--- config.mk ---
export PLATFORM = sky130hd
export DESIGN_NAME = lgf_csr
export DESIGN_NICKNAME = d
export VERILOG_FILES = /design/src/rtl/lgf_pkg.sv /design/src/rtl/lgf_csr.sv
export SDC_FILE = /design/constraint.sdc
export NUM_CORES = 1
export LEC_CHECK = 0
export ABC_AREA = 1
export BUFFER_PORTS_ARGS = -buffer_cell sky130_fd_sc_hd__buf_2
export CELL_PAD_IN_SITES_DETAIL_PLACEMENT = 0
export CELL_PAD_IN_SITES_GLOBAL_PLACEMENT = 1
export CORE_AREA = 2 2 186 151
export DETAILED_ROUTE_END_ITERATION = 16
export DIE_AREA = 0 0 188 153
export PLACE_DENSITY_LB_ADDON = 0.12
export SETUP_SLACK_MARGIN = 0.1
export SYNTH_ARGS = -nofsm -noshare
export SYNTH_HDL_FRONTEND = slang
export SYNTH_SLANG_ARGS = --single-unit
--- constraint.sdc ---
create_clock -name clock -period 1.54 [get_ports clock]
set_clock_uncertainty 0.15 [all_clocks]
set_input_delay 0.154 -clock clock [delete_from_list [all_inputs] [get_ports clock]]
set_output_delay 0.154 -clock clock [all_outputs]
set_load 0.02 [all_outputs]
--- src/rtl/lgf_pkg.sv ---
package lgf_pkg;

   // number of orbitals held in the self-energy table
   localparam int ORBITALS = 4;
   localparam int ORB_W    = (ORBITALS > 1) ? $clog2(ORBITALS) : 1;

   // quarter-wave cosine polynomial coefficients, Q30
   localparam logic [30:0] COS_A = 31'd1324675879;
   localparam logic [30:0] COS_B = 31'd272375560;
   localparam logic [30:0] COS_C = 31'd22401992;
   localparam logic [30:0] COS_D = 31'd987047;

   // input command codes
   localparam logic CMD_WRITE = 1'b0;
   localparam logic CMD_EVAL  = 1'b1;

   // register indexes
   localparam logic [2:0] REG_HOP_T  = 3'd0;
   localparam logic [2:0] REG_HOP_T1 = 3'd1;
   localparam logic [2:0] REG_FIELD  = 3'd2;
   localparam logic [2:0] REG_CHEM   = 3'd3;
   localparam logic [2:0] REG_FRE    = 3'd4;
   localparam logic [2:0] REG_FIM    = 3'd5;

   // datapath operations
   typedef enum logic [4:0] {
      OP_NOP, OP_LOAD, OP_SQ, OP_X2D, OP_PC, OP_PB, OP_PA, OP_COS,
      OP_CXY, OP_T1, OP_T2, OP_BASE, OP_AB, OP_SQA, OP_SQB, OP_DEN,
      OP_CHK, OP_DIV, OP_PACK
   } lgf_op_type;

   typedef struct packed {
      lgf_op_type       op;
      logic             sel_y;
      logic [ORB_W-1:0] orb;
   } lgf_cmd_type;

   typedef struct packed {
      logic den_zero;
   } lgf_stat_type;

   typedef struct packed {
      logic [31:0] hop_t;
      logic [31:0] hop_t1;
      logic [31:0] field_shift;
      logic [31:0] chem_potential;
      logic [31:0] freq_re;
      logic [31:0] freq_im;
   } lgf_cfg_type;

endpackage

--- src/rtl/lgf_csr.sv ---
module lgf_csr (
   input  logic               clock,
   input  logic               reset,
   input  logic               csr_psel,
   input  logic               csr_penable,
   input  logic               csr_pwrite,
   input  logic [4:0]         csr_paddr,
   input  logic [31:0]        csr_pwdata,
   output logic [31:0]        csr_prdata,
   output logic               csr_pready,
   output lgf_pkg::lgf_cfg_type cfg
);
   import lgf_pkg::*;

   lgf_cfg_type cfg_ff;
   logic        wr_en;
   logic [2:0]  idx;

   assign idx        = csr_paddr[4:2];
   assign wr_en      = csr_psel & csr_penable & csr_pwrite;
   assign csr_pready = 1'b1;
   assign cfg        = cfg_ff;

   // register writes
   always_ff @(posedge clock) begin
      if (reset) begin
         cfg_ff <= '0;
      end else if (wr_en) begin
         case (idx)
            REG_HOP_T:  cfg_ff.hop_t          <= csr_pwdata;
            REG_HOP_T1: cfg_ff.hop_t1         <= csr_pwdata;
            REG_FIELD:  cfg_ff.field_shift    <= csr_pwdata;
            REG_CHEM:   cfg_ff.chem_potential <= csr_pwdata;
            REG_FRE:    cfg_ff.freq_re        <= csr_pwdata;
            REG_FIM:    cfg_ff.freq_im        <= csr_pwdata;
            default: ;
         endcase
      end
   end

   // read mux
   always_comb begin
      case (idx)
         REG_HOP_T:  csr_prdata = cfg_ff.hop_t;
         REG_HOP_T1: csr_prdata = cfg_ff.hop_t1;
         REG_FIELD:  csr_prdata = cfg_ff.field_shift;
         REG_CHEM:   csr_prdata = cfg_ff.chem_potential;
         REG_FRE:    csr_prdata = cfg_ff.freq_re;
         REG_FIM:    csr_prdata = cfg_ff.freq_im;
         default:    csr_prdata = '0;
      endcase
   end

endmodule

Word-level counts from Yosys, hierarchy flattened
Cells that the tools add are included.

Flip-flop bits (word level): 192. Input port bits: 42. Word-level logic and storage cells: 21.

Equality and inequality tests: 5. Multiplexer cells: 1. Bitwise gates (word level): 2. Reduce and logical (&&, ||, !) cells: 7.

Operator list (number): 32-bit case mux with 6 select lines (1); 2-bit AND reduction (6); 3-bit by 2-bit equality test with 1-bit output (second input constant) (2); 3-bit equality test (second input constant) (2); 3-bit by 1-bit equality test with 1-bit output (second input constant) (1); 3-bit logical NOT (1); 1-bit AND (2).

Longest topological paths before layout
Gate-level depths: netlist (run 1).

Word-level depth: 3. Depth in mapped cells: 8. Mapped depth without buffers: 7.

Worst setup path before layout (run 1)
OpenSTA, ideal clock, no wires.

Kind: in2out. Start: input port csr_paddr[2]. End: output port csr_prdata[15]. Arrival time: 1.166 ns. Required time: 1.236 ns. Path slack: 0.070 ns. Cell stages on the path: 7. Buffers on the path: 3. Cell sequence: buf_2 -> buf_2 -> clkbuf_1 -> nand4_1 -> nand2_1 -> nor2_1 -> nand2_1.

Cells in the longest elaborated chain, start to end: 2.

Ends and longest elaborated chain: start, declared (RTL line lgf_csr.sv:7) `input logic [4:0] csr_paddr,`; 3-bit equality test (tied with other cells) (RTL line lgf_csr.sv:43) `case (idx)`; 32-bit case mux with 6 select lines (*) (RTL line lgf_csr.sv:43); end, declared (RTL line lgf_csr.sv:9) `output logic [31:0] csr_prdata,`.

Every way passes the cells marked *; elsewhere a longest branch is shown, timed or not.

Final worst setup path (run 1)
Start: register cfg_ff, in the netlist cfg[24]. End: output port csr_prdata[24].

Cells in the longest elaborated chain, start to end: 1.

Ends and longest elaborated chain: start, declared (RTL line lgf_csr.sv:15) `lgf_cfg_type cfg_ff;`; 32-bit case mux with 6 select lines (RTL line lgf_csr.sv:43).

No other way between the ends.

==> reports/results.txt, run 1 <==
Outcome = complete, but fails checks
Failing checks = setup timing
# setup viols final = 17
DR pass1 iterations = 5
Worst Hold Class = in2reg
First-pass GRT wire length = 58700 µm
Max reg flops = 192
Sequential cell area = 0.00400 mm²
IO Port Bufs = 263
Clock Tree Root = clkbuf_16
Distinct cells, synth = 16
Syn_area_per_cell = 6.22 µm²
Vias in the first global route = 9913
Routed wire length = 38200 µm
Largest fanout on the critical path = 2
Final net count = 1902
Peak VDD IR = 0.774 mV
Worst skew pair latency = 0.44 ns
Part of the power in registers = 45.6%
Initial core utilization = 34.5%
Cells after DPL = 2081
Critical path class = reg2out
Core area = 0.0270 mm²
Max Freq = 621 MHz
Sw frac = 27.8%
Synthesized instance count = 1494
Crit path time final = 1.61 ns
Ant diodes = 0
PwrDens = 802 mW/mm²
Total chip power = 11.1 mW
RSZ-0062 raised after global routing = yes
Sequential fraction of the synthesis area = 41.4%
Clock slew at reported path FFs = 0.08 ns
Worst slack, placed = -0.114 ns
Via count = 10792
Post-Layout Cell Count = 2237
Final worst slack = -0.0700 ns
Die X-Extent = 188 µm
1st-iter DRT viols = 769
Post-layout util = 51.4%
GPL Wtd Cong = 0.836
Fill cells = 2774
CTS buffer count = 17
GRT overflow = 0
Leak = 6.86 nW
Die area = 0.0288 mm²
Post-route ant nets = 0
H-tree levels = 4
Int Power = 8.02 mW
Tcrit/Tclk final = 105%
Critical Path RT = 1.24 ns
Syn Nets = 1536
Switch Pwr = 3.09 mW
WHS = 0.0238 ns
Synth Warn # = 0
Startpoint Class = flip-flop
Setup crit end kind = primary output
Synth Register Bits = 192
Die Y = 153 µm
Max cap viols = 0
DRC viols = 0
Wire per inst = 17.1 µm
Clock tree sinks = 192
Logic pwr share = 12.6%
Largest net degree at the start of global routing = 60
Layout area overhead = 49.1%
Initial antenna violation count = 0
Multi-input gate area = 0.00496 mm²
WP data arrival = 1.31 ns
Clk pwr share = 41.7%
Final Max Tran Viols = 0
Vias per inst = 4.82
Tot GR Track Use = 26.3%
CTS tree = yes
Synthesized area = 0.00929 mm²
Clk buf depth = 2
Std-Cell Rows = 54
IO Pins = 267
Final hold vios = 0
Post-DP HPWL = 25000 µm
Share of cells above drive strength 1 = 35.2%
==> synthesized netlist by cell type <==
cell type	instances	area, µm²
buf_4	5	37.5
conb_1	1	3.75
inv_1	67	251
nand3_1	194	971
inv_2	2	7.51
dfxtp_1	192	3840
nand2_1	384	1440
nand3_2	2	20.0
buf_1	16	60.1
nor2_4	1	11.3
nand4_1	65	407
a21oi_1	23	115
buf_2	61	305
clkbuf_1	32	120
nor2_2	4	25.0
nor2_1	445	1670
==> logic make-up after synthesis <==
kind of cell / synth area share, %
simple gates: 48.9
flops: 41.4
buf+inv: 8.42
compound gates: 1.24
other cells: 0.0404
==> area by class of cell <==
class / count / area share, %
multi-input combinational: 1119 / 35.8
inverter: 69 / 1.96
clock inverter: 14 / 1.11
clock buffer: 18 / 3.17
tap: 364 / 3.29
timing repair buffer: 461 / 25.8
sequential: 192 / 28.9
==> stage by stage <==
| stage | area [µm²] | setup TNS (ns) |
|---|---|---|
| after floorplan | 9300 | 0 |
| after global placement | 11600 | -3.48 |
| after detailed placement | 11600 | -5.53 |
| after CTS | 13600 | -0.852 |
| after global routing | 13900 | -2.64 |
| final | 13900 | -0.565 |
==> power groups by stage <==
stage | clock network (mW) | logic (mW) | registers (mW)
5_1_grt | 4.95 | 1.51 | 5.08
4_1_cts | 4.72 | 1.37 | 5.07
3_5_place_dp | 0 | 1.20 | 5.20
6_report | 4.63 | 1.40 | 5.07
3_3_place_gp | 0 | 1.20 | 5.20
2_1_floorplan | 0 | 0.598 | 5.26
==> routing by layer <==
metal / vias up / track usage [%] / wire length (µm) / share of wire (%)
met1: 4967 / 37.4 / 18200 / 48
met5: - / 0 / 0 / 0
li1: 5426 / - / - / -
met3: 37 / 5.26 / 2690 / 7.0
met4: 0 / 6.75 / 620 / 1.6
met2: 362 / 40.6 / 16800 / 44
==> critical path, stage by stage, from the launching register on <==
cell and delay, ns:
dfxtp_2 0.34, nand4_1 0.18, nand2_1 0.11, nor2_1 0.04, nand2_1 0.07, buf_6 0.12
==> path summary, 6_finish.rpt <==
| kind | start | end | slack, ns | cells after the start |
|---|---|---|---|---|
| worst max-delay path | cfg[24] | csr_prdata[24] | -0.07 | 5 |
| worst min-delay path | csr_pwdata[28] | cfg[92] | 0.02 | 5 |
| worst max register to register | cfg[163] | cfg[163] | 0.58 | 4 |
| worst min register to register | cfg[74] | cfg[74] | 0.34 | 2 |
==> cells in the final DEF, fill, tap and decap left out, drive strengths merged, types with 4 or more instances in the layout <==
cell / synthesis / layout
nand4: 65 / 65
nand2: 384 / 384
nand3: 196 / 196
a21oi: 23 / 23
clkinv: 0 / 4
nor2: 450 / 450
dlygate4sd3: 0 / 26
buf: 82 / 434
inv: 69 / 75
clkbuf: 32 / 18
dfxtp: 192 / 192
==> repair_timing <==
item / 4_1_cts / 5_1_grt
pin swaps: 77 / 55
endpoints found under the hold margin: 139 / 0
buffers inserted: 81 / 15
hold buffers: 26 / 0
cloned: 2 / 0
gates resized for setup: 214 / 52
endpoints found under the setup margin: 32 / 32
(Power assumes the default switching activity.)
==> run 2: changes to the inputs <==
--- a/config.mk
+++ b/config.mk
@@ -13,6 +13,7 @@
 export DETAILED_ROUTE_END_ITERATION = 16
 export DIE_AREA = 0 0 188 153
 export PLACE_DENSITY_LB_ADDON = 0.12
+export RECOVER_POWER = 25
 export SETUP_SLACK_MARGIN = 0.1
 export SYNTH_ARGS = -nofsm -noshare
 export SYNTH_HDL_FRONTEND = slang
==> run 2 against run 1 <==
  * The flow still finishes with violations (setup timing)
  * Sequential share of layout area is 0.21 points higher
  * Global-route usage stayed put
  * Routed wire length is 0.25% higher
  * Non-clock buffer count stayed put
  * Sequential power hardly changed
  * Via count is 0.48% higher
  * Register-to-register slack hardly changed
  * Critical path type unchanged
  * Hold slack better by 0.0041 ns
  * Worst setup slack worse by 0.0041 ns
  * Power is 0.19% lower
==> reports/results.txt, run 2 (same netlist as run 1, synthesis figures left out) <==
Worst Hold Class = in2reg
Critical Path RT = 1.24 ns
DR pass1 iterations = 5
RSZ-0062 raised after global routing = yes
Worst path max stage delay = 0.34 ns
H-tree levels = 4
Ant diodes = 0
CP top delay family = simple AND/OR/NAND/NOR gates
Setup crit end kind = primary output
IO Pins = 267
Slew HR = 66.6%
Largest fanout on the critical path = 2
Via count = 10844
Std-Cell Rows = 54
1st-iter DRT viols = 777
Initial core utilization = 34.5%
Vias per inst = 4.85
Startpoint Class = flip-flop
Most frequent cells in the layout = nor2_1, nand2_1, buf_2, nand3_1, buf_4
Clock slew at reported path FFs = 0.08 ns
IO Port Bufs = 263
Share of cells above drive strength 1 = 34.9%
WP buf/inv = 1
Clock Tree Root = clkbuf_16
GRT overflow = 0
Clock tree sinks = 192
Slowest-stage cell, CP = dfxtp_2
Fill cells = 2793
Die area = 0.0288 mm²
Die X-Extent = 188 µm
CTS tree = yes
Final worst slack = -0.0740 ns
Peak VDD IR = 0.775 mV
Max reg flops = 192
Layout area overhead = 48.0%
Tcrit/Tclk final = 105%
Final net count = 1902
Leak = 6.82 nW
Post-DP HPWL = 25000 µm
Crit-path most repeated cell = nand2_1
Worst skew pair latency = 0.44 ns
Max Freq = 620 MHz
Wire per inst = 17.1 µm
DRC viols = 0
# setup viols final = 18
Initial antenna violation count = 0
Failing checks = setup timing
Clk buf depth = 2
Worst Max-Slew Pin Slew = 0.500 ns
Routed wire length = 38300 µm
Outcome = complete, but fails checks
Worst slack, placed = -0.114 ns
Post-route ant nets = 0
Tot GR Track Use = 26.3%
Die Y = 153 µm
Most common cell after layout, fill and taps aside = nor2_1
PwrDens = 806 mW/mm²
Final Max Tran Viols = 0
Critical path class = reg2out
Crit path time final = 1.61 ns
Total chip power = 11.1 mW
FF-to-FF setup slack = 0.58 ns
Post-layout util = 51.0%
Final hold vios = 0
First-pass GRT wire length = 58700 µm
Vias in the first global route = 9913
Crit path cell chain = nand4_1 -> nand2_1 -> nor2_1 -> nand2_1 -> buf_6
Max cap viols = 0
CTS buffer count = 17
GPL Wtd Cong = 0.836
WP data arrival = 1.31 ns
Core area = 0.0270 mm²
Largest net degree at the start of global routing = 60
run 2: cell types whose count changed in the layout (fill, tap and decap cells not counted), moves of 3 or more:
cell and change:
clkbuf_4 +3, buf_12 -6, buf_4 -4, clkbuf_1 +4, clkbuf_2 +5, buf_2 -4
run 2: final cells by class:
| cell class | count | area (µm²) | area share, % |
|---|---|---|---|
| multi-input cells | 1119 | 4940 | 36.0 |
| flip-flops and latches | 192 | 4000 | 29.1 |
| repair buffers | 461 | 3480 | 25.3 |
| well taps | 364 | 455 | 3.31 |
| clock buffers | 18 | 439 | 3.19 |
| inverters | 69 | 272 | 1.97 |
| clock inverters | 14 | 154 | 1.12 |
run 2: stage by stage:
stage                     cell area, µm²  std cells  hold WS, ns  setup TNS [ns]
after detailed placement           11600       2081        0.338           -5.53
after global routing               13800       2237       0.0348           -3.43
final                              13800       2237       0.0279          -0.574
after global placement             11600       2081        0.335           -3.48
after CTS                          13600       2222     0.000835          -0.852
after floorplan                     9300       1494        0.264               0
run 2: worst reg2reg max path: cells and delay by family, from the launching register on:
family | cells | cell delay, ns
AND/OR/NAND/NOR | 2 | 0.14
buffers and inverters | 2 | 0.24
flip-flops | 1 | 0.33
run 2: worst paths after layout:
kind                       start        endpoint  cells past startpoint
setup reg to reg        cfg[163]        cfg[163]                      4
hold reg to reg           cfg[6]          cfg[6]                      2
setup / recovery         cfg[24]  csr_prdata[24]                      5
hold / removal    csr_pwdata[28]         cfg[92]                      5
run 2: where the power goes:
| group | total [mW] | leakage [nW] | switching [mW] | internal, mW |
|---|---|---|---|---|
| Combinational | 1.38 | 4.92 | 0.877 | 0.501 |
| Sequential | 5.07 | 1.61 | 0.0471 | 5.02 |
| Clock | 4.64 | 0.290 | 2.17 | 2.47 |
run 2: what timing repair did:
| item | 4_1_cts | 5_1_grt |
|---|---|---|
| hold buffers | 26 | 0 |
| buffers inserted | 81 | 15 |
| hold endpoints to repair | 139 | 0 |
| pin swaps | 77 | 55 |
| setup endpoints to repair | 32 | 32 |
| gates resized for setup | 214 | 52 |
| cloned | 2 | 0 |
run 2: metal layers:
metal	global-route usage, %	share of wire (%)	routed length (µm)	vias up
li1	-	-	-	5420
met1	37.4	47	18200	4990
met2	40.6	44	16800	398
met3	5.26	7.1	2730	36
met4	6.75	1.6	612	0
met5	0	0	0	-
