## src/rtl/lgf_pkg.sv

```systemverilog
package lgf_pkg;

   // number of orbitals held in the self-energy table
   localparam int ORBITALS = 4;
   localparam int ORB_W    = (ORBITALS > 1) ? $clog2(ORBITALS) : 1;

   // quarter-wave cosine polynomial coefficients, Q30
   localparam logic [30:0] COS_A = 31'd1324675879;
   localparam logic [30:0] COS_B = 31'd272375560;
   localparam logic [30:0] COS_C = 31'd22401992;
   localparam logic [30:0] COS_D = 31'd987047;

   // input command codes
   localparam logic CMD_WRITE = 1'b0;
   localparam logic CMD_EVAL  = 1'b1;

   // register indexes
   localparam logic [2:0] REG_HOP_T  = 3'd0;
   localparam logic [2:0] REG_HOP_T1 = 3'd1;
   localparam logic [2:0] REG_FIELD  = 3'd2;
   localparam logic [2:0] REG_CHEM   = 3'd3;
   localparam logic [2:0] REG_FRE    = 3'd4;
   localparam logic [2:0] REG_FIM    = 3'd5;

   // datapath operations
   typedef enum logic [4:0] {
      OP_NOP, OP_LOAD, OP_SQ, OP_X2D, OP_PC, OP_PB, OP_PA, OP_COS,
      OP_CXY, OP_T1, OP_T2, OP_BASE, OP_AB, OP_SQA, OP_SQB, OP_DEN,
      OP_CHK, OP_DIV, OP_PACK
   } lgf_op_type;

   typedef struct packed {
      lgf_op_type       op;
      logic             sel_y;
      logic [ORB_W-1:0] orb;
   } lgf_cmd_type;

   typedef struct packed {
      logic den_zero;
   } lgf_stat_type;

   typedef struct packed {
      logic [31:0] hop_t;
      logic [31:0] hop_t1;
      logic [31:0] field_shift;
      logic [31:0] chem_potential;
      logic [31:0] freq_re;
      logic [31:0] freq_im;
   } lgf_cfg_type;

endpackage

```

## src/rtl/lgf_ctrl.sv

```systemverilog
module lgf_ctrl (
   input  logic                  clock,
   input  logic                  reset,
   input  logic                  req_tvalid,
   input  logic                  req_command,
   output logic                  req_tready,
   output logic                  rsp_tvalid,
   input  logic                  rsp_tready,
   input  lgf_pkg::lgf_stat_type stat,
   output lgf_pkg::lgf_cmd_type  cmd
);
   import lgf_pkg::*;

   typedef enum logic [4:0] {
      ST_IDLE, ST_SQ, ST_X2D, ST_PC, ST_PB, ST_PA, ST_COS, ST_CXY, ST_T1,
      ST_T2, ST_BASE, ST_AB, ST_SQA, ST_SQB, ST_DEN, ST_CHK, ST_DIV, ST_PACK
   } state_type;

   state_type        state_ff;
   logic             sel_y_ff;
   logic [ORB_W-1:0] orb_ff;
   logic [5:0]       cnt_ff;
   logic             rsp_valid_ff;
   logic             out_free;
   logic             orb_last;
   lgf_op_type       op;

   assign out_free   = !rsp_valid_ff || rsp_tready;
   assign orb_last   = (orb_ff == ORB_W'(ORBITALS - 1));
   assign req_tready = (state_ff == ST_IDLE);
   assign rsp_tvalid = rsp_valid_ff;
   assign cmd        = '{op: op, sel_y: sel_y_ff, orb: orb_ff};

   // operation issued to the datapath
   always_comb begin
      case (state_ff)
         ST_IDLE: op = req_tvalid ? OP_LOAD : OP_NOP;
         ST_SQ:   op = OP_SQ;
         ST_X2D:  op = OP_X2D;
         ST_PC:   op = OP_PC;
         ST_PB:   op = OP_PB;
         ST_PA:   op = OP_PA;
         ST_COS:  op = OP_COS;
         ST_CXY:  op = OP_CXY;
         ST_T1:   op = OP_T1;
         ST_T2:   op = OP_T2;
         ST_BASE: op = OP_BASE;
         ST_AB:   op = OP_AB;
         ST_SQA:  op = OP_SQA;
         ST_SQB:  op = OP_SQB;
         ST_DEN:  op = OP_DEN;
         ST_CHK:  op = OP_CHK;
         ST_DIV:  op = OP_DIV;
         ST_PACK: op = out_free ? OP_PACK : OP_NOP;
         default: op = OP_NOP;
      endcase
   end

   // sequencer state and result valid
   always_ff @(posedge clock) begin
      if (reset) begin
         state_ff     <= ST_IDLE;
         sel_y_ff     <= 1'b0;
         orb_ff       <= '0;
         cnt_ff       <= '0;
         rsp_valid_ff <= 1'b0;
      end else begin
         if (state_ff == ST_PACK && out_free) begin
            rsp_valid_ff <= 1'b1;
         end else if (rsp_tready) begin
            rsp_valid_ff <= 1'b0;
         end
         case (state_ff)
            ST_IDLE: begin
               if (req_tvalid && req_command == CMD_EVAL) begin
                  sel_y_ff <= 1'b0;
                  orb_ff   <= '0;
                  state_ff <= ST_SQ;
               end
            end
            ST_SQ:   state_ff <= ST_X2D;
            ST_X2D:  state_ff <= ST_PC;
            ST_PC:   state_ff <= ST_PB;
            ST_PB:   state_ff <= ST_PA;
            ST_PA:   state_ff <= ST_COS;
            ST_COS: begin
               if (!sel_y_ff) begin
                  sel_y_ff <= 1'b1;
                  state_ff <= ST_SQ;
               end else begin
                  state_ff <= ST_CXY;
               end
            end
            ST_CXY:  state_ff <= ST_T1;
            ST_T1:   state_ff <= ST_T2;
            ST_T2:   state_ff <= ST_BASE;
            ST_BASE: state_ff <= ST_AB;
            ST_AB:   state_ff <= ST_SQA;
            ST_SQA:  state_ff <= ST_SQB;
            ST_SQB:  state_ff <= ST_DEN;
            ST_DEN:  state_ff <= ST_CHK;
            ST_CHK: begin
               cnt_ff   <= '0;
               state_ff <= stat.den_zero ? ST_PACK : ST_DIV;
            end
            ST_DIV: begin
               cnt_ff <= cnt_ff + 6'd1;
               if (cnt_ff == 6'd32) begin
                  state_ff <= ST_PACK;
               end
            end
            ST_PACK: begin
               if (out_free) begin
                  if (orb_last) begin
                     state_ff <= ST_IDLE;
                  end else begin
                     orb_ff   <= orb_ff + ORB_W'(1);
                     state_ff <= ST_AB;
                  end
               end
            end
            default: state_ff <= ST_IDLE;
         endcase
      end
   end

`ifndef SYNTHESIS
   a_pack_sets_valid: assert property (@(posedge clock) disable iff (reset)
      cmd.op == OP_PACK |=> rsp_valid_ff)
      else $error("result not marked valid after pack");
   a_pack_only_free: assert property (@(posedge clock) disable iff (reset)
      cmd.op == OP_PACK |-> (!rsp_valid_ff || rsp_tready))
      else $error("pack over an untaken result");
   a_div_count: assert property (@(posedge clock) disable iff (reset)
      state_ff == ST_DIV |-> cnt_ff <= 6'd32)
      else $error("divider iteration count overrun");
   a_orb_range: assert property (@(posedge clock) disable iff (reset)
      32'(orb_ff) < ORBITALS)
      else $error("orbital index out of range");
`endif

endmodule

```

## config.mk

```make
export PLATFORM = sky130hd
export DESIGN_NAME = lgf_ctrl
export DESIGN_NICKNAME = d
export VERILOG_FILES = /design/src/rtl/lgf_pkg.sv /design/src/rtl/lgf_ctrl.sv
export SDC_FILE = /design/constraint.sdc
export NUM_CORES = 1
export LEC_CHECK = 0
export BUFFER_PORTS_ARGS = -buffer_cell sky130_fd_sc_hd__buf_2
export CAP_MARGIN = 20
export CORE_MARGIN = 5
export CORE_UTILIZATION = 48
export DETAILED_ROUTE_END_ITERATION = 16
export PLACE_DENSITY = 0.76
export SYNTH_ARGS = -nofsm -noshare
export SYNTH_HDL_FRONTEND = slang
export SYNTH_SLANG_ARGS = --single-unit
```

## constraint.sdc

```tcl
create_clock -name clock -period 1.7 [get_ports clock]
set_input_delay 0.51 -clock clock [delete_from_list [all_inputs] [get_ports clock]]
set_output_delay 0.51 -clock clock [all_outputs]
set_load 0.01 [all_outputs]
```

======== Word level (Yosys, flattened, before mapping) ========
Index checks and enable logic that the tools add are counted.
word-level totals
  register bits ........................... 15
  bits in latches ......................... 0
  RAM bits ................................ 0
  ROM bits ................................ 0
  output and inout bits ................... 10
  memories kept ........................... 0
cells by class
  add/sub/neg operators ................... 2
  multiply operators ...................... 0
  div/mod/pow operators ................... 0
  magnitude comparators ................... 0
  equality and inequality tests ........... 23
  shift-type cells ........................ 0
  multiplexer cells ....................... 19
  bitwise logic cells ..................... 0
  reductions and logical operators ........ 12
operator list
  kind                                                    number
  case mux 5 bit (18 select lines)                        2
  equality test 5 x 4 -> 1 bit (second input constant)    8
  equality test 5 x 3 -> 1 bit (second input constant)    4
  2-to-1 mux 5 bit                                        4
  case mux 6 bit (2 select lines)                         1
  equality test 5 x 2 -> 1 bit (second input constant)    2
  equality test 5 bit (second input constant)             2
  nonzero test 2 bit                                      4
  adder 6 x 1 -> 6 bit (second input constant)            1
  equality test 6 bit (second input constant)             1
  2-to-1 mux 2 bit                                        3
  inequality test 2 bit (second input constant)           3
  equality test 5 x 1 -> 1 bit (second input constant)    1
  zero test 5 bit                                         1
  2-to-1 mux 1 bit                                        5
  2-to-1 mux 4 bit                                        1
  case mux 2 bit (2 select lines)                         1
  AND reduction 4 bit                                     1
  2-to-1 mux 3 bit                                        1
  AND reduction 3 bit                                     1
  adder 2 x 1 -> 2 bit (second input constant)            1
  equality test 2 bit (second input constant)             1
  logical AND 1 bit                                       2
  inequality test 2 x 1 -> 1 bit (second input constant)  1
  other kinds (4)                                         4

======== Depth between registers and ports, before layout ========
Gate-level depths: netlist of run 1.
  depth in word-level cells ............... 4
  mapped depth ............................ 6
  depth with buffers taken out ............ 6

======== Least setup slack after synthesis of run 1 ========
No wires, ideal clock.
  path kind ............................... register -> output
  start point ............................. register state_ff[2]
  end point ............................... output cmd[3] (netlist name)
  arrival time ............................ 1327 ps
  data required time ...................... 1190 ps
  slack ................................... -137 ps
  cell stages (with the launch flop) ...... 4
  path buffers ............................ 1
  cell sequence ........................... dfxtp_1 clkbuf_1 or3_1 a211oi_1
RTL lines
  item                    RTL line         RTL
  start, declared         lgf_ctrl.sv:19   state_type state_ff;
  start signal, assigned  lgf_ctrl.sv:104  state_ff <= stat.den_zero ? ST_PACK : ST_DIV;
  end, declared           lgf_ctrl.sv:10   output lgf_pkg::lgf_cmd_type cmd

==> results.md, run 1 <==
- Status: complete, but fails checks
- Violations in the final reports: setup timing
- Critical-path maximum fanout: 5
- Crit path kind: reg2out
- CTS tree: yes
- Boundary pin count: 16
- Initial DRC count: 40
- CP Capture Type: primary output
- Maximum clock rate: 515.9 MHz
- Dominant synthesized flop cell: dfxtp_1
- Worst min-delay path class: reg2reg
- Final cycle utilization of the critical path: 1.140
- # nets final: 159
- Final Max Tran Viols: 0
- Syn avg cell area: 8.040 µm²
- Peak VDD IR: 618.9 µV
- Critical Path AT: 1.43 ns
- IO buf count: 15
- Cts hold-fix bufs: 0
- Post-DP HPWL: 1.675 mm
- Combinational power share: 0.372
- CP startpoint kind: flop
- GRT Total Usage: 0.2225
- Seq/Total Area, Yosys: 0.3248
- Gr ovfl total: 0
- Syn_nets: 124
- Clock sink total: 15
- Worst-path clk slew: 0.09 ns
- Core area: 0.001783 mm²
- Yosys reg bits: 15
- Share of cells above drive strength 1: 0.4631
- Netlist cell types: 37
- Synth Instances: 115
- Asr flop ratio synth: 0
- Slew at the pin with the worst max-slew slack: 0.3417 ns
- Finished Layout Cells: 174
- Die height: 53.89 µm
- Dpl cells: 163
- Via density: 6.172
- Total number of vias: 1074
- Clock latency on the worst-skew pair: 0.30 ns
- Final hold slack: 0.4857 ns
- Final Setup Violations: 6
- Routability congestion estimate: 0.8685
- Max cap viols: 0
- Final hold vios: 0
- Clk root buf: clkbuf_4
- Die Span X: 53.89 µm
- Sequential share of power: 0.400
- Net Sw Frac: 0.3616
- Total clock buffers created by CTS: 3
- Clock power share: 0.228
- # fillers: 136
- H-tree lvl count: 1
- Clk buf depth: 2
- Die area: 0.002904 mm²
- Power Density: 730.1 mW/mm²
- Design Power: 0.0009765 W
- R2R setup slack: 0.03 ns
- Vias in the first global route: 1023
- Initial Utilization: 0.5186
- Core Rows: 15
- Final setup TNS: -1.191 ns
- DP Worst Slack: -0.08527 ns
- Post-route ant nets: 0
- CP Data Required Time: 1.19 ns
- First drt pass iteration count: 4
- RSZ-0062 raised after global routing: yes
- Layout Skew: 0.007251 ns
- First-pass GRT wire length: 4.609 mm
- Leak Pwr: 0.5195 nW
- Largest net degree at the start of global routing: 19
- Psw: 0.0003531 W
- Detailed Route WL: 3.059 mm
- Internal power: 0.0006234 W
- Routed wire per std cell: 17.58 µm
- Antenna violations before repair: 0
- Crit path time final: 1.938 ns
- Synthesis Warnings: 0
- Area delta synth->final: 44.65%
- Post-synth EDFFs: 0
- Synth Cell Area: 924.6 µm²
- Final worst setup slack: -0.2384 ns
- Residual DRC count: 0
- Worst relative slew slack: 0.7716
- # diodes: 0
metrics by stage:
| step | utilization | cell area (µm²) |
|---|---|---|
| 2_1_floorplan | - | 934.6 |
| 3_5_place_dp | 0.6323 | 1127 |
| 5_1_grt | 0.7502 | 1338 |
| 6_report | 0.7502 | 1338 |
| 3_3_place_gp | 0.6323 | 1127 |
| 4_1_cts | 0.7046 | 1256 |
cells in the mapped netlist (2+ instances only):
master | count | share of area
o311ai_0 | 2 | 0.019
a31oi_1 | 2 | 0.014
or4_1 | 2 | 0.016
nand3_1 | 7 | 0.038
clkbuf_1 | 6 | 0.024
o21ai_0 | 5 | 0.027
a211oi_1 | 4 | 0.032
a21oi_1 | 10 | 0.054
nand2b_1 | 2 | 0.014
ha_1 | 3 | 0.041
dfxtp_1 | 15 | 0.32
o22ai_1 | 4 | 0.027
or3_1 | 3 | 0.020
and3b_1 | 2 | 0.019
o31ai_1 | 3 | 0.024
nor3_1 | 4 | 0.022
nand4_1 | 2 | 0.014
nor2_1 | 4 | 0.016
inv_1 | 6 | 0.024
nand4b_1 | 4 | 0.038
nand2_1 | 8 | 0.032
buf_2 | 2 | 0.011
power by group through the flow:
stage | Sequential, W | Combinational (W) | Clock [W]
3_5_place_dp | 0.000382 | 0.000274 | 0
4_1_cts | 0.000385 | 0.000316 | 0.000224
3_3_place_gp | 0.000382 | 0.000269 | 0
5_1_grt | 0.000392 | 0.000390 | 0.000244
2_1_floorplan | 0.000378 | 0.000176 | 0
6_report | 0.000390 | 0.000364 | 0.000223
cell families (layout without fill, tap and decap cells):
group	after synthesis	count (layout)	share of synthesized area
multiplexers	1	1	0.01083
AND/OR/NAND/NOR	45	45	0.3031
XOR/XNOR	2	2	0.01895
adder cells (fa/ha/maj)	3	3	0.04060
buffers and inverters	15	49	0.06766
flip-flops	15	15	0.3248
AO/OA/AOI/OAI	34	34	0.2341
sequential cells by signal, summed over array words and instances, names as in the netlist:
signal,flops
sel_y_ff,1
rsp_tvalid,1
orb_ff,2
cnt_ff,6
state_ff,5
path summary, 6_finish.rpt:
check	startpoint	to	cells after the start
max	state_ff[3]	cmd[3]	4
min	sel_y_ff	sel_y_ff	2
max reg2reg	state_ff[3]	cnt_ff[2]	6
min reg2reg	sel_y_ff	sel_y_ff	2
per-layer routing:
layer / up-vias / share of wire / track usage / wire length (µm)
li1: 498 / - / - / -
met2: 48 / 0.48 / 0.3508 / 1469
met5: - / 0 / 0 / 0
met1: 517 / 0.42 / 0.2756 / 1295
met3: 11 / 0.060 / 0.04432 / 183
met4: 0 / 0.037 / 0.1362 / 112
placed cells by master (no fill, tap or decap), drive strengths merged, types with 2 or more instances in the layout:
cell and count:
nand4b 4, o22ai 4, clkbuf 3, o311ai 2
a21oi 10, o21ai 6, or3 3, nand2b 2
a31oi 2, inv 6, o31ai 3, nand3 7
and3b 2, nor3 4, dfxtp 15, nor4b 2
a211oi 4, nand4 2, ha 3, or4 2
nor2 4, nand2 9, buf 39
final cells by class:
cell class	count	area (µm²)	share of cell area
well taps	25	31.28	0.02339
inverters	6	25.02	0.01871
clock buffers	3	22.52	0.01684
multi-input cells	85	663.1	0.4958
clock inverters	1	5.005	0.003742
flip-flops and latches	15	312.8	0.2339
repair buffers	39	277.8	0.2077
timing repair:
item                       4_1_cts  5_1_grt
setup buffers                    6        1
hold endpoints to repair         0        0
pin swaps                        7        9
setup endpoints to repair        6       13
resized for setup               19       18
critical path, cell delays in order (launching register included):
cell	delay (ns)
dfxtp_4	0.37
or3_4	0.42
nor3_4	0.15
a211oi_2	0.06
buf_2	0.14
Note: power is estimated with default switching activity, not from simulation.
==> run 2: changes to the inputs <==
CORE_UTILIZATION = 51   (was 48)
CTS_BUF_LIST = sky130_fd_sc_hd__clkbuf_4   (was default)
PLACE_DENSITY = 0.8   (was 0.76)
==> run 2 against run 1 <==
Net effect:
- the run still ends with setup timing left
- sequential share of layout area up 0.24 points
- global-route usage down 1.1 points
- routed wire length down 11%
- setup slack better by 0.021 ns
- sequential power down 2%
- critical path type unchanged
==> results.md, run 2 (same netlist as run 1, synthesis figures left out) <==
- Status: complete, but fails checks
- Violations in the final reports: setup timing
- Share of cells above drive strength 1: 0.4730 (+0.009886)
- Vias in the first global route: 950 (-7.1%)
- First-pass GRT wire length: 4.326 mm (-6.1%)
- Leak Pwr: 0.5059 nW (-2.6%)
- Most flop-heavy register: cnt_ff
- Final cycle utilization of the critical path: 1.128 (-0.01220)
- Final Max Tran Viols: 0 (unchanged)
- Gr ovfl total: 0 (unchanged)
- Die height: 52.58 µm (-2.4%)
- Core area: 0.001727 mm² (-3.2%)
- Clk buf depth: 2 (unchanged)
- Final worst setup slack: -0.2177 ns (+0.02074 ns)
- Detailed Route WL: 2.718 mm (-11%)
- Hold Crit Depth: 2 (unchanged)
- CP startpoint kind: flop
- RSZ-0062 raised after global routing: yes
- Die area: 0.002765 mm² (-4.8%)
- Worst R2R End: cnt_ff[5]
- Critical Path AT: 1.41 ns (-0.02 ns)
- Largest net degree at the start of global routing: 19 (unchanged)
- Hold-critical path endpoint: sel_y_ff
- Worst relative slew slack: 0.7557 (-0.01595)
- Area delta synth->final: 42.62%
- # fillers: 120 (-12%)
- Crit path kind: reg2out
- Clk root buf: clkbuf_4
- Total clock buffers created by CTS: 3 (unchanged)
- Post-route ant nets: 0 (unchanged)
- Maximum clock rate: 521.5 MHz (+1.1%)
- # nets final: 158 (-0.63%)
- Worst-path clk slew: 0.09 ns (about the same)
- HP Start: sel_y_ff
- Final Setup Violations: 8 (+2)
- Via density: 5.988 (-3.0%)
- Initial Utilization: 0.5355 (+0.01691)
- # diodes: 0 (unchanged)
- Initial DRC count: 26 (-35%)
- Residual DRC count: 0 (unchanged)
- Layout Skew: 0.0007415 ns (-0.006510 ns)
- R2R setup slack: -0.08 ns (-0.11 ns)
- Worst min-delay path class: reg2reg
- Slew at the pin with the worst max-slew slack: 0.3656 ns (+0.02386 ns)
- Peak VDD IR: 653.2 µV (+5.5%)
- Core Rows: 15 (unchanged)
- IO buf count: 15 (unchanged)
- FF-to-FF path depth: 6 (unchanged)
- Total number of vias: 1036 (-3.5%)
- Clock sink total: 15 (unchanged)
- Die Span X: 52.58 µm (-2.4%)
- Biggest regs: cnt_ff (6), state_ff (5), orb_ff (2)
- H-tree lvl count: 1 (unchanged)
- CP Capture Type: primary output
- GRT Total Usage: 0.2114 (-0.01111)
- Final core utilization: 0.7638 (+0.01359)
- Critical-path maximum fanout: 5 (unchanged)
- Routed wire per std cell: 15.71 µm (-11%)
- Max cap viols: 0 (unchanged)
- Design Power: 0.0009482 W (-2.9%)
- Most common cell after layout, fill and taps aside: buf_4
- Boundary pin count: 16 (unchanged)
- CTS tree: yes
- Final hold vios: 0 (unchanged)
- Commonest cells after routing, fill and taps aside: buf_4, buf_2, dfxtp_1, nand2_1, a21oi_1
- R2R Path Start: state_ff[2]
- Crit path time final: 1.918 ns (-0.02074 ns)
- Post-DP HPWL: 1.677 mm (+0.11%)
- CP Data Required Time: 1.19 ns (about the same)
- Clock latency on the worst-skew pair: 0.29 ns (about the same)
- Largest register FFs: 6 (unchanged)
- First drt pass iteration count: 4 (unchanged)
- Power Density: 719.0 mW/mm² (-1.5%)
- Routability congestion estimate: 0.8985 (+3.5%)
- Antenna violations before repair: 0 (unchanged)
-- run 2: critical path: stages (launching register included) --
cell	delay, ns
dfxtp_4	0.40
inv_2	0.04
or3_4	0.39
a21oi_2	0.14
buf_2	0.15
-- run 2: per-stage QoR --
| step | std cells | hold WS, ns | instance area, µm² | setup TNS (ns) | setup WS (ns) |
|---|---|---|---|---|---|
| floorplan | 115 | 0.4453 | 934.6 | -0.01583 | -0.01428 |
| global placement | 164 | 0.4546 | 1135 | -0.04660 | -0.04660 |
| detailed placement | 164 | 0.4574 | 1135 | -0.08189 | -0.08189 |
| CTS | 172 | 0.4722 | 1232 | -1.084 | -0.2055 |
| global route | 173 | 0.4952 | 1319 | -1.744 | -0.2787 |
| finish | 173 | 0.4741 | 1319 | -1.199 | -0.2177 |
-- run 2: final cells by class --
class                           instances  area [µm²]  area share
Tap cell                               25       31.28     0.02372
Sequential cell                        15       311.5      0.2362
Inverter                                6       22.52     0.01708
Multi-Input combinational cell         85       664.4      0.5038
Clock buffer                            4       30.03     0.02277
Timing Repair Buffer                   38       259.0      0.1964
-- run 2: how the worst max path moves through the flow --
stage                start         end  cells after the start
2_1_floorplan  state_ff[2]  req_tready                      3
3_3_place_gp    rsp_tready      cmd[7]                      5
3_5_place_dp    rsp_tready      cmd[7]                      5
4_1_cts        state_ff[2]      cmd[3]                      4
5_1_grt        state_ff[1]      cmd[5]                      4
6_report       state_ff[1]      cmd[5]                      4
-- run 2: per-layer routing --
metal	vias up	track usage	part of all wire
li1	497	-	-
met1	501	0.2704	0.47
met2	31	0.3554	0.47
met3	7	0.03704	0.051
met4	0	0.06809	0.015
met5	-	0	0
-- run 2: where the power goes --
group / internal, W / switching [W] / total [W]
sequential: 0.000364 / 0.0000169 / 0.000381
clock: 0.000107 / 0.000121 / 0.000228
combinational: 0.000163 / 0.000176 / 0.000339
total: 0.000635 / 0.000313 / 0.000948
-- run 2: timing repair --
item / 4_1_cts / 5_1_grt
setup buffers: 4 / 1
hold buffers: 0 / 0
pin swaps: 7 / 4
setup endpoints to repair: 6 / 12
resized for setup: 13 / 20
